===== config.mk =====
export PLATFORM = sky130hd
export DESIGN_NAME = fixed_slot_pool_allocator_unit
export DESIGN_NICKNAME = d
export VERILOG_FILES = /design/src/hw/rtl/fspa_pkg.sv /design/src/hw/rtl/fspa_ctrl.sv /design/src/hw/rtl/fspa_datapath.sv /design/src/hw/rtl/fixed_slot_pool_allocator_unit.sv
export SDC_FILE = /design/constraint.sdc
export NUM_CORES = 1
export LEC_CHECK = 0
export ABC_AREA = 1
export BUFFER_PORTS_ARGS = -buffer_cell sky130_fd_sc_hd__clkbuf_2
export CAP_MARGIN = 0
export CORE_MARGIN = 1.5
export CORE_UTILIZATION = 50
export CTS_CLUSTER_SIZE = 12
export DETAILED_ROUTE_END_ITERATION = 8
export MAX_ROUTING_LAYER = met4
export PLACE_DENSITY_LB_ADDON = 0.05
export SLEW_MARGIN = 20
export SYNTH_ARGS = -nofsm -noshare
export SYNTH_HDL_FRONTEND = slang
export SYNTH_HIERARCHICAL = 1
export SYNTH_SLANG_ARGS = --single-unit

===== constraint.sdc =====
create_clock -name aclk -period 4.5 [get_ports aclk]
set_clock_uncertainty 0.1 [all_clocks]
set_input_delay 0.225 -clock aclk [delete_from_list [all_inputs] [get_ports aclk]]
set_output_delay 0.225 -clock aclk [all_outputs]
set_load 0.1 [all_outputs]

===== src/hw/rtl/fspa_pkg.sv =====
// Shared types and codes for the fixed slot pool allocator.
// Request kinds, result status codes, controller states and the
// command/status bundles between controller and datapath. No dependencies.
`default_nettype none

package fspa_pkg;

    // Request kind carried in s_tuser
    typedef enum logic [1:0] {
        KIND_ALLOC = 2'd0,
        KIND_FREE  = 2'd1,
        KIND_QUERY = 2'd2,
        KIND_CLEAR = 2'd3
    } fspa_kind_t;

    // Result status carried in m_tuser
    typedef enum logic [1:0] {
        STATUS_OK          = 2'd0,
        STATUS_OUT_OF_MEM  = 2'd1,
        STATUS_OUT_OF_RANGE = 2'd2,
        STATUS_BAD_ADDRESS = 2'd3
    } fspa_status_t;

    // Register index of pool_base on the configuration port
    localparam logic CFG_IDX_POOL_BASE = 1'b0;

    // Controller states
    typedef enum logic [2:0] {
        ST_IDLE,
        ST_DECODE,
        ST_SCAN,
        ST_MUL,
        ST_DIV,
        ST_COMMIT,
        ST_RESP
    } fspa_state_t;

    // Commands from controller to datapath
    typedef struct packed {
        logic load;       // capture the accepted request
        logic scan_step;  // examine one 8-slot chunk of the bitmap
        logic mul;        // form slot * slot size
        logic div_step;   // form offset / slot size by reciprocal multiply
        logic commit;     // update bitmap and count, load the result
    } fspa_cmd_t;

    // Status from datapath to controller
    typedef struct packed {
        fspa_kind_t kind;
        logic       chunk_found;
        logic       chunk_last;
        logic       span_bad;
    } fspa_stat_t;

endpackage : fspa_pkg

`default_nettype wire


===== src/hw/rtl/fspa_ctrl.sv =====
// Controller state machine for the fixed slot pool allocator.
// Sequences decode, bitmap scan, multiply, divide and commit per request.
// Depends on fspa_pkg.
`default_nettype none

module fspa_ctrl
    import fspa_pkg::*;
(
    input  wire logic       aclk,
    input  wire logic       aresetn,
    input  wire logic       in_valid,
    output logic            in_ready,
    output logic            out_valid,
    input  wire logic       out_ready,
    output fspa_cmd_t       cmd,
    input  wire fspa_stat_t stat
);

    fspa_state_t state_reg;
    fspa_state_t state_next;

    // State register
    always_ff @(posedge aclk) begin
        if (!aresetn) begin
            state_reg <= ST_IDLE;
        end else begin
            state_reg <= state_next;
        end
    end

    // Next state
    always_comb begin
        state_next = state_reg;
        unique case (state_reg)
            ST_IDLE: begin
                if (in_valid) begin
                    state_next = ST_DECODE;
                end
            end
            ST_DECODE: begin
                unique case (stat.kind)
                    KIND_ALLOC: state_next = ST_SCAN;
                    KIND_FREE:  state_next = stat.span_bad ? ST_COMMIT : ST_DIV;
                    KIND_QUERY: state_next = ST_COMMIT;
                    KIND_CLEAR: state_next = ST_COMMIT;
                    default:    state_next = ST_COMMIT;
                endcase
            end
            ST_SCAN: begin
                if (stat.chunk_found) begin
                    state_next = ST_MUL;
                end else if (stat.chunk_last) begin
                    state_next = ST_COMMIT;
                end
            end
            ST_MUL: begin
                state_next = ST_COMMIT;
            end
            ST_DIV: begin
                state_next = ST_COMMIT;
            end
            ST_COMMIT: begin
                state_next = ST_RESP;
            end
            ST_RESP: begin
                if (out_ready) begin
                    state_next = ST_IDLE;
                end
            end
            default: state_next = ST_IDLE;
        endcase
    end

    // Outputs
    always_comb begin
        in_ready      = 1'b0;
        out_valid     = 1'b0;
        cmd           = '0;
        unique case (state_reg)
            ST_IDLE: begin
                // hold off requests while reset is asserted
                in_ready = aresetn;
                cmd.load = in_valid && aresetn;
            end
            ST_DECODE: begin
            end
            ST_SCAN: begin
                cmd.scan_step = 1'b1;
            end
            ST_MUL: begin
                cmd.mul = 1'b1;
            end
            ST_DIV: begin
                cmd.div_step = 1'b1;
            end
            ST_COMMIT: begin
                cmd.commit = 1'b1;
            end
            ST_RESP: begin
                out_valid = 1'b1;
            end
            default: begin
            end
        endcase
    end

endmodule : fspa_ctrl

`default_nettype wire


===== src/hw/rtl/fspa_datapath.sv =====
// Datapath of the fixed slot pool allocator: used bitmap, used count,
// pool base register, chunk scanner, slot divider and result registers.
// Depends on fspa_pkg.
`default_nettype none

module fspa_datapath
    import fspa_pkg::*;
#(
    parameter int SLOT_COUNT = 16,
    parameter int SLOT_BYTES = 16
) (
    input  wire logic        aclk,
    input  wire logic        aresetn,
    // configuration
    input  wire logic        cfg_we,
    input  wire logic [31:0] cfg_wdata,
    output logic      [31:0] pool_base,
    // request
    input  wire fspa_kind_t  in_kind,
    input  wire logic [31:0] in_addr,
    input  wire logic [7:0]  in_slot_index,
    // control
    input  wire fspa_cmd_t   cmd,
    output fspa_stat_t       stat,
    // result
    output fspa_status_t     out_status,
    output logic      [31:0] out_addr,
    output logic      [3:0]  out_slot,
    output logic             out_free,
    output logic      [4:0]  out_count
);

    localparam int SW     = $clog2(SLOT_COUNT);
    localparam int CNTW   = $clog2(SLOT_COUNT + 1);
    localparam int NCHUNK = (SLOT_COUNT + 7) / 8;
    localparam int PW     = (NCHUNK > 1) ? $clog2(NCHUNK) : 1;
    localparam int SPAN   = SLOT_COUNT * SLOT_BYTES;
    localparam int RW     = $clog2(SPAN);
    // Reciprocal of the slot size, exact for every offset below 2**RW
    localparam int     LD    = $clog2(SLOT_BYTES);
    localparam int     RS    = RW + LD;
    localparam int     PRW   = 2 * RW + 1;
    localparam longint RECIP = ((longint'(1) << RS) + SLOT_BYTES - 1) / SLOT_BYTES;

    // State and working registers
    logic [SLOT_COUNT-1:0] used_reg;
    logic [SLOT_COUNT-1:0] used_next;
    logic [CNTW-1:0]       count_reg;
    logic [CNTW-1:0]       count_next;
    logic [31:0]           pool_base_reg;

    fspa_kind_t            kind_reg;
    logic [7:0]            qidx_reg;
    logic                  span_bad_reg;
    logic                  full_reg;
    logic [PW-1:0]         scan_ptr_reg;
    logic [SW-1:0]         slot_reg;
    logic [31:0]           prod_reg;
    logic [RW-1:0]         off_reg;

    fspa_status_t          res_status_reg;
    logic [31:0]           res_addr_reg;
    logic [3:0]            res_slot_reg;
    logic                  res_free_reg;
    logic [4:0]            res_count_reg;

    // Scan and divide helpers
    logic [NCHUNK*8-1:0]   used_pad;
    logic [7:0]            chunk;
    logic [2:0]            chunk_enc;
    logic [SW-1:0]         slot_found;
    logic [31:0]           offset;
    logic [PRW-1:0]        quot_prod;
    logic                  qidx_bad;

    // Commit results
    fspa_status_t          c_status;
    logic [31:0]           c_addr;
    logic [3:0]            c_slot;
    logic                  c_free;

    // Pool base register
    always_ff @(posedge aclk) begin
        if (!aresetn) begin
            pool_base_reg <= '0;
        end else if (cfg_we) begin
            pool_base_reg <= cfg_wdata;
        end
    end

    assign pool_base = pool_base_reg;

    // Pad the bitmap to whole chunks; slots past the pool read as used
    always_comb begin
        used_pad = '1;
        used_pad[SLOT_COUNT-1:0] = used_reg;
    end

    assign chunk = used_pad[scan_ptr_reg*8 +: 8];

    // Lowest free slot inside the current chunk
    always_comb begin
        chunk_enc = 3'd0;
        for (int i = 7; i >= 0; i--) begin
            if (!chunk[i]) begin
                chunk_enc = 3'(i);
            end
        end
    end

    assign slot_found = SW'({scan_ptr_reg, chunk_enc});

    assign offset    = in_addr - pool_base_reg;
    assign quot_prod = PRW'(off_reg) * PRW'(RECIP);
    assign qidx_bad  = {1'b0, qidx_reg} >= 9'(SLOT_COUNT);

    // Status to controller
    always_comb begin
        stat.kind        = kind_reg;
        stat.chunk_found = ~&chunk;
        stat.chunk_last  = scan_ptr_reg == PW'(NCHUNK - 1);
        stat.span_bad    = span_bad_reg;
    end

    // Request capture, scan, multiply and divide steps
    always_ff @(posedge aclk) begin
        if (cmd.load) begin
            kind_reg     <= in_kind;
            qidx_reg     <= in_slot_index;
            span_bad_reg <= offset >= 32'(SPAN);
            off_reg      <= offset[RW-1:0];
            full_reg     <= 1'b0;
            scan_ptr_reg <= '0;
            slot_reg     <= '0;
        end
        if (cmd.scan_step) begin
            if (~&chunk) begin
                slot_reg <= slot_found;
            end else if (scan_ptr_reg == PW'(NCHUNK - 1)) begin
                full_reg <= 1'b1;
            end else begin
                scan_ptr_reg <= scan_ptr_reg + PW'(1);
            end
        end
        if (cmd.mul) begin
            prod_reg <= 32'(slot_reg) * 32'(SLOT_BYTES);
        end
        // Slot holding the address: high bits of offset times the reciprocal
        if (cmd.div_step) begin
            slot_reg <= quot_prod[RS +: SW];
        end
    end

    // Commit: new bitmap, new count and the result fields
    always_comb begin
        used_next  = used_reg;
        count_next = count_reg;
        c_status   = STATUS_OK;
        c_addr     = '0;
        c_slot     = '0;
        c_free     = 1'b0;
        case (kind_reg)
            KIND_ALLOC: begin
                if (full_reg) begin
                    c_status = STATUS_OUT_OF_MEM;
                end else begin
                    used_next[slot_reg] = 1'b1;
                    count_next = count_reg + CNTW'(1);
                    c_addr     = pool_base_reg + prod_reg;
                    c_slot     = 4'(slot_reg);
                end
            end
            KIND_FREE: begin
                if (span_bad_reg) begin
                    c_status = STATUS_BAD_ADDRESS;
                end else begin
                    if (used_reg[slot_reg]) begin
                        used_next[slot_reg] = 1'b0;
                        count_next = count_reg - CNTW'(1);
                    end
                    c_slot = 4'(slot_reg);
                end
            end
            KIND_QUERY: begin
                if (qidx_bad) begin
                    c_status = STATUS_OUT_OF_RANGE;
                end else begin
                    c_free = ~used_reg[qidx_reg[SW-1:0]];
                end
            end
            KIND_CLEAR: begin
                used_next  = '0;
                count_next = '0;
            end
            default: begin
            end
        endcase
    end

    // Bitmap and count
    always_ff @(posedge aclk) begin
        if (!aresetn) begin
            used_reg  <= '0;
            count_reg <= '0;
        end else if (cmd.commit) begin
            used_reg  <= used_next;
            count_reg <= count_next;
        end
    end

    // Result registers, held until taken
    always_ff @(posedge aclk) begin
        if (cmd.commit) begin
            res_status_reg <= c_status;
            res_addr_reg   <= c_addr;
            res_slot_reg   <= c_slot;
            res_free_reg   <= c_free;
            res_count_reg  <= 5'(count_next);
        end
    end

    assign out_status = res_status_reg;
    assign out_addr   = res_addr_reg;
    assign out_slot   = res_slot_reg;
    assign out_free   = res_free_reg;
    assign out_count  = res_count_reg;

endmodule : fspa_datapath

`default_nettype wire


===== src/hw/rtl/fixed_slot_pool_allocator_unit.sv =====
// Top level of the fixed slot pool allocator: stream ports, APB register
// port, controller and datapath. Depends on fspa_pkg, fspa_ctrl, fspa_datapath.
//
// Usage:
//   Requests enter on the s_ channel, one result per request leaves on m_.
//   s_tuser selects allocate, free by address, query slot or clear all.
//   pool_base is written over APB while no request is in flight.
//   One request is in the block at a time. After the accepting edge, query
//   and clear pass through decode and commit; free passes through decode,
//   a reciprocal multiply for the slot and commit, or decode and commit for
//   an address outside the pool; allocate passes through decode, a scan of
//   the used bitmap (one 8-slot chunk per cycle) up to the first free slot,
//   the multiply of slot by slot size and commit, or a scan of every chunk
//   and commit when the pool is full; m_tvalid rises once commit is done.
//   s_tready rises the cycle after the result is taken.
//   A stalled receiver holds the result in the output registers and keeps
//   s_tready low until m_tready is seen.
//   Reset frees all slots, clears the used count and sets pool_base to zero;
//   s_tready stays low while reset is asserted.
`default_nettype none

module fixed_slot_pool_allocator_unit
    import fspa_pkg::*;
#(
    parameter int SLOT_COUNT = 16,
    parameter int SLOT_BYTES = 16
) (
    input  wire logic        aclk,
    input  wire logic        aresetn,
    // request channel
    input  wire logic        s_tvalid,
    output logic             s_tready,
    input  wire logic [39:0] s_tdata,   // byte_address[31:0], slot_index[39:32]
    input  wire logic [1:0]  s_tuser,   // kind[1:0]
    // result channel
    output logic             m_tvalid,
    input  wire logic        m_tready,
    output logic      [47:0] m_tdata,   // granted_address[31:0], granted_slot[35:32],
                                        // slot_is_free[36], used_count[41:37], zero[47:42]
    output logic      [1:0]  m_tuser,   // status[1:0]
    // configuration port
    input  wire logic        psel,
    input  wire logic        penable,
    input  wire logic        pwrite,
    input  wire logic [2:0]  paddr,
    input  wire logic [31:0] pwdata,
    output logic      [31:0] prdata,
    output logic             pready
);

    fspa_cmd_t    cmd;
    fspa_stat_t   stat;
    fspa_status_t out_status;
    logic [31:0]  out_addr;
    logic [3:0]   out_slot;
    logic         out_free;
    logic [4:0]   out_count;
    logic [31:0]  pool_base;
    logic         cfg_we;

    // Register access decode
    assign pready = 1'b1;
    assign cfg_we = psel && penable && pwrite && (paddr[2] == CFG_IDX_POOL_BASE);
    assign prdata = (paddr[2] == CFG_IDX_POOL_BASE) ? pool_base : 32'd0;

    fspa_ctrl u_ctrl (
        .aclk      (aclk),
        .aresetn   (aresetn),
        .in_valid  (s_tvalid),
        .in_ready  (s_tready),
        .out_valid (m_tvalid),
        .out_ready (m_tready),
        .cmd       (cmd),
        .stat      (stat)
    );

    fspa_datapath #(
        .SLOT_COUNT (SLOT_COUNT),
        .SLOT_BYTES (SLOT_BYTES)
    ) u_datapath (
        .aclk          (aclk),
        .aresetn       (aresetn),
        .cfg_we        (cfg_we),
        .cfg_wdata     (pwdata),
        .pool_base     (pool_base),
        .in_kind       (fspa_kind_t'(s_tuser)),
        .in_addr       (s_tdata[31:0]),
        .in_slot_index (s_tdata[39:32]),
        .cmd           (cmd),
        .stat          (stat),
        .out_status    (out_status),
        .out_addr      (out_addr),
        .out_slot      (out_slot),
        .out_free      (out_free),
        .out_count     (out_count)
    );

    // Pack the result
    assign m_tdata = {6'd0, out_count, out_free, out_slot, out_addr};
    assign m_tuser = out_status;

endmodule : fixed_slot_pool_allocator_unit

`default_nettype wire

* Word level (Yosys, flattened, before mapping)
Cells that the tools add are included.
** Operators by class
- Add/sub/neg operators :: 5
- Order comparisons :: 5
- Eq/ne operators :: 15
- Shift-type cells :: 1
- Muxes and demuxes :: 56
- Bitwise logic cells :: 7
- Reduce and logical (&&, ||, !) cells :: 15
** Operators by type and width (count)
- $mux 16 :: 3
- $pmux 16 s3 :: 1
- $mux 3 :: 12
- $add 32x8->32 :: 1
- $ge 32x9->1 const B :: 1
- $mux 32 :: 1
- $sub 32x32->32 :: 1
- $mux 4 :: 6
- $mux 1 :: 20
- $pmux 3 s6 :: 1
- $and 16x16->16 :: 1
- $not 16->16 :: 1
- $or 16x16->16 :: 1
- $shiftx 16x5->8 :: 1
- $mux 5 :: 3
- $pmux 5 s3 :: 1
- $lt 4x5->1 const B :: 2
- $eq 3x3->1 const B :: 3
- $pmux 3 s3 :: 1
- $bmux 1 s4 :: 2
- $ge 8x5->1 const B :: 1
- $ne 2x2->1 const B :: 4
- $pmux 4 s2 :: 1
- $reduce_and 8->1 :: 1
- other kinds (21) :: 34
** Word-level totals
- Register bits after elaboration :: 129
- Input bits :: 84
- Logic and storage cells :: 121

* Logic depth before layout (Yosys ltp)
Gate-level depths: netlist of the first run.
- Word-level depth :: 12
- Mapped depth :: 18
- Gate-level depth less buffers :: 18

* Cells and area by module
The synthesis of the first run kept the hierarchy.
** By module, submodules not included
- fspa_datapath :: instances 1, cells an instance 1218, area each 8360.5 µm², seq. area each 3072.9 µm²
- fixed_slot_pool_allocator_unit :: instances 1, cells an instance 82, area each 372.9 µm², seq. area each 0.0 µm²
- fspa_ctrl :: instances 1, cells an instance 51, area each 282.8 µm², seq. area each 60.1 µm²

* Worst setup path after synthesis of the first run
OpenSTA, ideal clock, no wires.
- Path kind :: reg2reg
- From :: reg u_ctrl.state_reg[1]
- To :: reg u_datapath.used_reg[10], in the netlist u_datapath/used_pad[10]
- Setup time :: 132 ps
- Data arrival time :: 3405 ps
- Data required time :: 4268 ps
- Slack :: 863 ps
- Stages on the path, launching flop included :: 11
- Buffers on the path :: 2
- Period minus slack after synthesis :: 3637 ps
- Cells stage by stage :: dfxtp_1 buf_6 inv_1 nand2_1 nor2_1 nand2_1 a21oi_1 nand2_4 buf_2 a211oi_1 nor3_1
** RTL lines
- start, declared :: line fspa_ctrl.sv:19 : fspa_state_t state_reg;
- start signal, assigned :: line fspa_ctrl.sv:27 : state_reg <= state_next;
- end signal, assigned :: line fspa_datapath.sv:206 : used_reg <= used_next;
- end, declared :: line fspa_datapath.sv:46 : logic [SLOT_COUNT-1:0] used_reg;

* Worst setup path after layout of the first run
- From :: reg u_datapath.pool_base_reg[17], in the netlist u_datapath/pool_base[17]
- To :: reg u_datapath.span_bad_reg, data pin
** Between the ends
- Longest elaborated chain between the ends :: 2
** RTL lines
- start, declared :: line fspa_datapath.sv:50 : logic [31:0] pool_base_reg;
- start signal, assigned :: line fspa_datapath.sv:87 : pool_base_reg <= cfg_wdata;
- $sub 32x32->32 :: line fspa_datapath.sv:113 : assign offset = in_addr - pool_base_reg;
- $ge 32x9->1 :: line fspa_datapath.sv:130 : span_bad_reg <= offset >= 32'(SPAN);
- end signal, assigned :: line fspa_datapath.sv:130
- end, declared :: line fspa_datapath.sv:54 : logic span_bad_reg;
No other way between the ends.
A chain may end at the register's enable or synchronous reset.

==> results.yml, run 1 <==
outcome:
  status: "finished, final reports clean"
timing:
  fin_tns_setup_ps: 0
  drv_slew: 0
  rsz0062_at_grt: "false"
  worst_pin_slew_ps: 785
  min_period_ps: 2840
  period_share: 0.630
  max_freq_ghz: 0.353
  hold_viol: 0
  slew_headroom: 0.476
  finalSetupViolCount: 0
  setup_slack_ps: 1660
pwr:
  p_leak_nw: 4.98
  p_per_area_mw_per_mm2: 327
  peakVddDrop_mv: 0.248
grt:
  grt_pass1_vias: 8334
  antenna_found_initial: 0
  use_met1: 0.358
  gr-usage-met3: 0.0386
  grt_most_used_layer: "met2"
  grt_use_met2: 0.492
  grt_max_degree: 65
  grtUsageTotal: 0.290
  grt_overflow_total: 0
  grt_pass1_wl_mm: 41.0
floorplanning:
  dieWidth_um: 137
  core_area_mm2: 0.0175
  io_pins: 169
  die_area_mm2: 0.0188
  dieHeight_um: 137
  rows: 48
  initial_utilization: 0.516
route:
  drt-pass1-iter-count: 6
  drc: 0
  wl_per_cell_um: 14.9
  wirelength_mm: 26.3
  drtAntennaViolNets: 0
  routed_via_density: 5.22
  vias: 9229
  drtIter0Drc: 664
finish:
  layoutNonFillerInstCount: 1769
  fin_area_mm2: 0.0108
  final_nets: 1660
  layout_commonest_cell: "nand2_1"
  final_cell_mix: "nand2_1, inv_1, clkbuf_2"
  drive_above_1_share: 0.146
  areaGrowthSynthToFinish_pct: 19.9
  n_antenna_cell: 0
setup_path:
  r2r_end: "u_datapath/span_bad_reg$_DFFE_PP_"
  critical_path.cell_chain: "inv_1 -> ha_1 -> nand2_1 -> nor2_1 -> inv_1 -> nor2_1 -> and2_1 -> nand2_1 -> nand3_1 -> nand2_1 -> nor2_1 -> nand3_1 -> nor2_1 -> nand2_1"
  reg2regPathDepth: 14
  crit_required_ps: 4550
  critPathCaptureType: "register"
  cp_max_fo: 6
  critPathLaunchType: "register"
  r2r-start: "u_datapath/pool_base[17]$_SDFFE_PN0P_"
  slowest_stage: "dfxtp_1"
  criticalPathCategory: "register to register"
  crit_arrival_ps: 2880
  cpPeakStageDelay_ps: 460
  reg2reg_slack_ps: 1660
synth:
  syn-cell-area_mm2: 0.00902
  ys_types: 47
  synth_top_area_cell: "edfxtp_1"
  synth-seq-cells: 125
  synth.avg_cell_area_um2: 6.67
  synth.area.top_cells: "edfxtp_1, nand2_1, dfxtp_1"
  ys_seq_area_frac: 0.347
  syn_inst: 1351
  yosys_warnings: 6
  yosysTopAreaCellShare: 0.210
worst_hold_path:
  hp-class: "input pin to register"
  min_to: "u_datapath/pool_base[30]$_SDFFE_PN0P_"
  hold_depth: 3
  hold_start: "pwdata[30]"
place:
  pre_cts_slack_ps: 1720
  dp_hpwl_mm: 20.3
  dp_cells: 1703
  placed_area_mm2: 0.00991
  gp_congestion: 0.924
  io_buffers: 159
cts:
  cts_tree: "built"
  htree_levels: 4
  cts-root-buf: "clkbuf_16"
  worstSkewPairLatency_ps: 410
  clk_path_buf_depth: 2
  numCtsBuffers: 17
  cts_setup_buffers: 0
  clock_sinks: 125
  clkTransAtPathRegs_ps: 60
flow_run:
  cap_violations: 0
synthesized netlist by cell type, drive strengths merged:
| library cell | instances |
|---|---|
| conb | 2 |
| o211a | 2 |
| nor2 | 164 |
| a31oi | 4 |
| o21a | 5 |
| ha | 43 |
| clkinv | 1 |
| or4 | 1 |
| o22ai | 1 |
| o211ai | 3 |
| nor3 | 35 |
| a22o | 1 |
| nand3 | 73 |
| o21bai | 4 |
| nand4 | 14 |
| edfxtp | 63 |
| a21boi | 1 |
| inv | 244 |
| xor2 | 8 |
| buf | 21 |
| nand2 | 337 |
| and2 | 3 |
| clkbuf | 23 |
| dfxtp | 62 |
| nor4 | 7 |
| xnor2 | 2 |
| a211oi | 15 |
| nand3b | 5 |
| o21ai | 100 |
| fa | 2 |
| o31ai | 1 |
| a21oi | 103 |
| a22oi | 1 |
metrics by stage:
| step | hold WS, ps | util | power, mW |
|---|---|---|---|
| 2_1_floorplan | 224 | - | 2.01 |
| 3_3_place_gp | 303 | 0.567 | 2.23 |
| 3_5_place_dp | 304 | 0.567 | 2.23 |
| 4_1_cts | 1.88 | 0.619 | 3.55 |
| 5_1_grt | 34.3 | 0.619 | 3.71 |
| 6_report | 12.7 | 0.619 | 3.54 |
report_power, final:
group          leakage (nW)  switching [mW]  internal (mW)
sequential             1.10          0.0971           1.27
clock                 0.269           0.518          0.778
combinational          3.61           0.638          0.241
kinds of logic (layout without fill, tap and decap cells):
group                    count (synthesis)  after routing  synth area share
AND/OR/NAND/NOR                        639            639             0.297
buffers and inverters                  289            477             0.131
AO/OA/AOI/OAI                          241            241             0.149
flip-flops                             125            125             0.347
adder cells (fa/ha/maj)                 45             45            0.0641
XOR/XNOR                                10             10           0.00971
other                                    2              7          0.000833
per-layer routing:
layer,part of all wire,routed length (µm)
met1,0.44,11600
met2,0.49,12900
met3,0.049,1300
met4,0.020,527
met5,0,0
worst max-delay path by stage:
stage,startpoint,to,slack (ps),depth (start not counted)
detailed placement,u_datapath/pool_base[4]$_SDFFE_PN0P_,u_datapath/out_addr[24]$_SDFFCE_PP0P_,1720,14
CTS,u_datapath/prod_reg[4]$_DFFE_PP_,u_datapath/out_addr[28]$_SDFFCE_PP0P_,1680,14
floorplan,u_ctrl/state_reg[1]$_SDFFE_PN0P_,u_datapath/used_pad[10]$_SDFFE_PN0P_,860,10
finish,u_datapath/pool_base[17]$_SDFFE_PN0P_,u_datapath/span_bad_reg$_DFFE_PP_,1660,14
global placement,u_datapath/pool_base[4]$_SDFFE_PN0P_,u_datapath/out_addr[28]$_SDFFCE_PP0P_,1750,14
global route,u_datapath/prod_reg[4]$_DFFE_PP_,u_datapath/out_addr[24]$_SDFFCE_PP0P_,1480,14
critical path, delay by kind of cell, from the launching register on:
kind                       cells  cell delay (ps)
and+or+nand+nor               11             1430
DFF                            1              460
adders and majority gates      1              420
buffers and inverters          2              170
cell type report:
| class | count | area, µm² |
|---|---|---|
| fillers | 1685 | 6660 |
| multi-input cells | 942 | 4730 |
| flip-flops and latches | 125 | 3130 |
| repair buffers | 200 | 1190 |
| inverters | 245 | 920 |
| clock buffers | 20 | 447 |
| well taps | 225 | 282 |
| clock inverters | 12 | 111 |
timing repair:
action                    4_1_cts  5_1_grt
hold endpoints to repair       34        0
hold buffers                   34        0
resized for setup               0        0
Power figures use the tool's default switching activity.
==> run 2, diff against run 1 <==
==> constraint.sdc (replaced) <==
create_clock -name aclk -period 2.3 [get_ports aclk]
set_clock_uncertainty 0.1 [all_clocks]
set_input_delay 0.115 -clock aclk [delete_from_list [all_inputs] [get_ports aclk]]
set_output_delay 0.115 -clock aclk [all_outputs]
set_load 0.1 [all_outputs]
==> results.yml, run 2 (synthesis results as in run 1) <==
place:
  dp_hpwl_mm: 22.9
  io_buffers: 159
  gp_congestion: 0.941
  pre_cts_slack_ps: -235
  dp_cells: 1860
cts:
  clock_sinks: 125
  worstSkewPairLatency_ps: 430
  cts-root-buf: "clkbuf_16"
  clkTransAtPathRegs_ps: 60
  numCtsBuffers: 17
  cts_tree: "built"
  clk_path_buf_depth: 2
  htree_levels: 4
finish:
  final_nets: 1834
  areaGrowthSynthToFinish_pct: 40.6
  n_antenna_cell: 0
  final_cell_mix: "nand2_1, inv_1, buf_4"
  num-fill-cells: 1483
  drive_above_1_share: 0.272
  layout_commonest_cell: "nand2_1"
  fin_util: 0.725
  layoutNonFillerInstCount: 1943
pwr:
  switching_share: 0.350
  pwr-share-seq: 0.339
  power.internal_mw: 5.00
  total_power_mw: 7.70
  peakVddDrop_mv: 0.594
  power_switching_mw: 2.70
  p_leak_nw: 5.92
  p_per_area_mw_per_mm2: 608
  pwr-share-clk: 0.369
  combPwrFrac: 0.293
timing:
  slew_headroom: 0.587
  hold_viol: 0
  drv_slew: 0
  rsz0062_at_grt: "true"
  finalSetupViolCount: 8
  min_period_ps: 2510
  setup_slack_ps: -209
  worst_pin_slew_ps: 616
  max_freq_ghz: 0.399
  hold_slack_ps: 74.0
  period_share: 1.09
route:
  routed_via_density: 5.22
  drc: 0
  drtIter0Drc: 697
  vias: 10200
  drt-pass1-iter-count: 8
  wirelength_mm: 30.5
  wl_per_cell_um: 15.7
  drtAntennaViolNets: 0
setup_path:
  crit_required_ps: 2380
  r2r_end: "u_datapath/out_addr[28]$_SDFFCE_PP0P_"
  critPathLaunchType: "register"
  r2r-start: "u_datapath/prod_reg[4]$_DFFE_PP_"
  cp_max_fo: 4
  reg2regPathDepth: 14
  reg2reg_slack_ps: -210
  crit_path_start: "u_datapath/prod_reg[4]$_DFFE_PP_"
  criticalPathCategory: "register to register"
  critPathCaptureType: "register"
  crit_arrival_ps: 2590
outcome:
  status: "complete, but fails checks"
  violations: "setup timing"
grt:
  grt_pass1_wl_mm: 47.6
  grtUsageTotal: 0.337
  antenna_found_initial: 0
  grt_pass1_vias: 9446
  grt_overflow_total: 0
  grt_max_degree: 65
floorplanning:
  io_pins: 169
  die_area_mm2: 0.0188
  rows: 48
  dieHeight_um: 137
  core_area_mm2: 0.0175
  dieWidth_um: 137
  initial_utilization: 0.516
worst_hold_path:
  hp-class: "input pin to register"
  hold_depth: 5
  min_to: "u_ctrl/state_reg[0]$_SDFFE_PN0P_"
  hold_start: "s_tvalid"
flow_run:
  cap_violations: 0
## run 2: worst max path at each step
stage                                       endpoint  slack (ps)  cells past startpoint
2_1_floorplan  u_datapath/out_addr[28]$_SDFFCE_PP0P_         -30                     14
3_3_place_gp       u_datapath/span_bad_reg$_DFFE_PP_        -210                     17
3_5_place_dp       u_datapath/span_bad_reg$_DFFE_PP_        -230                     16
4_1_cts        u_datapath/out_addr[30]$_SDFFCE_PP0P_        -110                     13
5_1_grt            u_datapath/span_bad_reg$_DFFE_PP_        -320                     16
6_report       u_datapath/out_addr[28]$_SDFFCE_PP0P_        -210                     14
## run 2: routing by layer
layer | wire (µm) | vias up | GRT usage | share of wire
met5 | 0 | - | - | 0
li1 | - | 5040 | - | -
met4 | 1070 | 0 | 0.136 | 0.035
met1 | 13300 | 4637 | 0.432 | 0.43
met3 | 1870 | 81 | 0.0508 | 0.061
met2 | 14300 | 392 | 0.536 | 0.47
## run 2: repair_timing
item | 4_1_cts | 5_1_grt
setup buffers | 1 | 6
pin swaps | 16 | 15
resized for setup | 44 | 34
hold endpoints to repair | 45 | 0
hold buffers | 44 | 0
setup endpoints to repair | 15 | 20
## run 2: cell type report
cell class / count / area (µm²) / area share
clock inverter: 15 / 185 / 0.0146
sequential: 125 / 3140 / 0.248
clock buffer: 17 / 425 / 0.0336
timing repair buffer: 374 / 2590 / 0.204
tap: 225 / 282 / 0.0222
inverter: 245 / 922 / 0.0728
multi-input combinational: 942 / 5140 / 0.405
## run 2: worst max-delay path, stage by stage, from the launching register on
cell and delay [ps]:
edfxtp_1 370, ha_4 150, inv_2 40, fa_2 330, nand3b_1 170, nand2_2 90, nand2_2 80, nor2_4 110
inv_2 60, nor3_4 230, nand2_2 160, nor2_4 140, nand2_1 80, nor2_2 110, nor3_2 50
## run 2: metrics by stage
step                cell area [µm²]  TNS [ps]
finish                        12700     -1070
global route                  12700     -2270
CTS                           12500      -548
detailed placement            11200     -1630
global placement              11200     -1150
floorplan                      9110     -60.0
## run 2: power by group through the flow
stage               Clock (mW)  Combinational (mW)  Sequential, mW
finish                    2.84                2.25            2.61
global route              2.97                2.44            2.63
CTS                       2.86                2.19            2.60
detailed placement           0                2.07            2.65
floorplan                    0                1.17            2.78
global placement             0                2.06            2.65
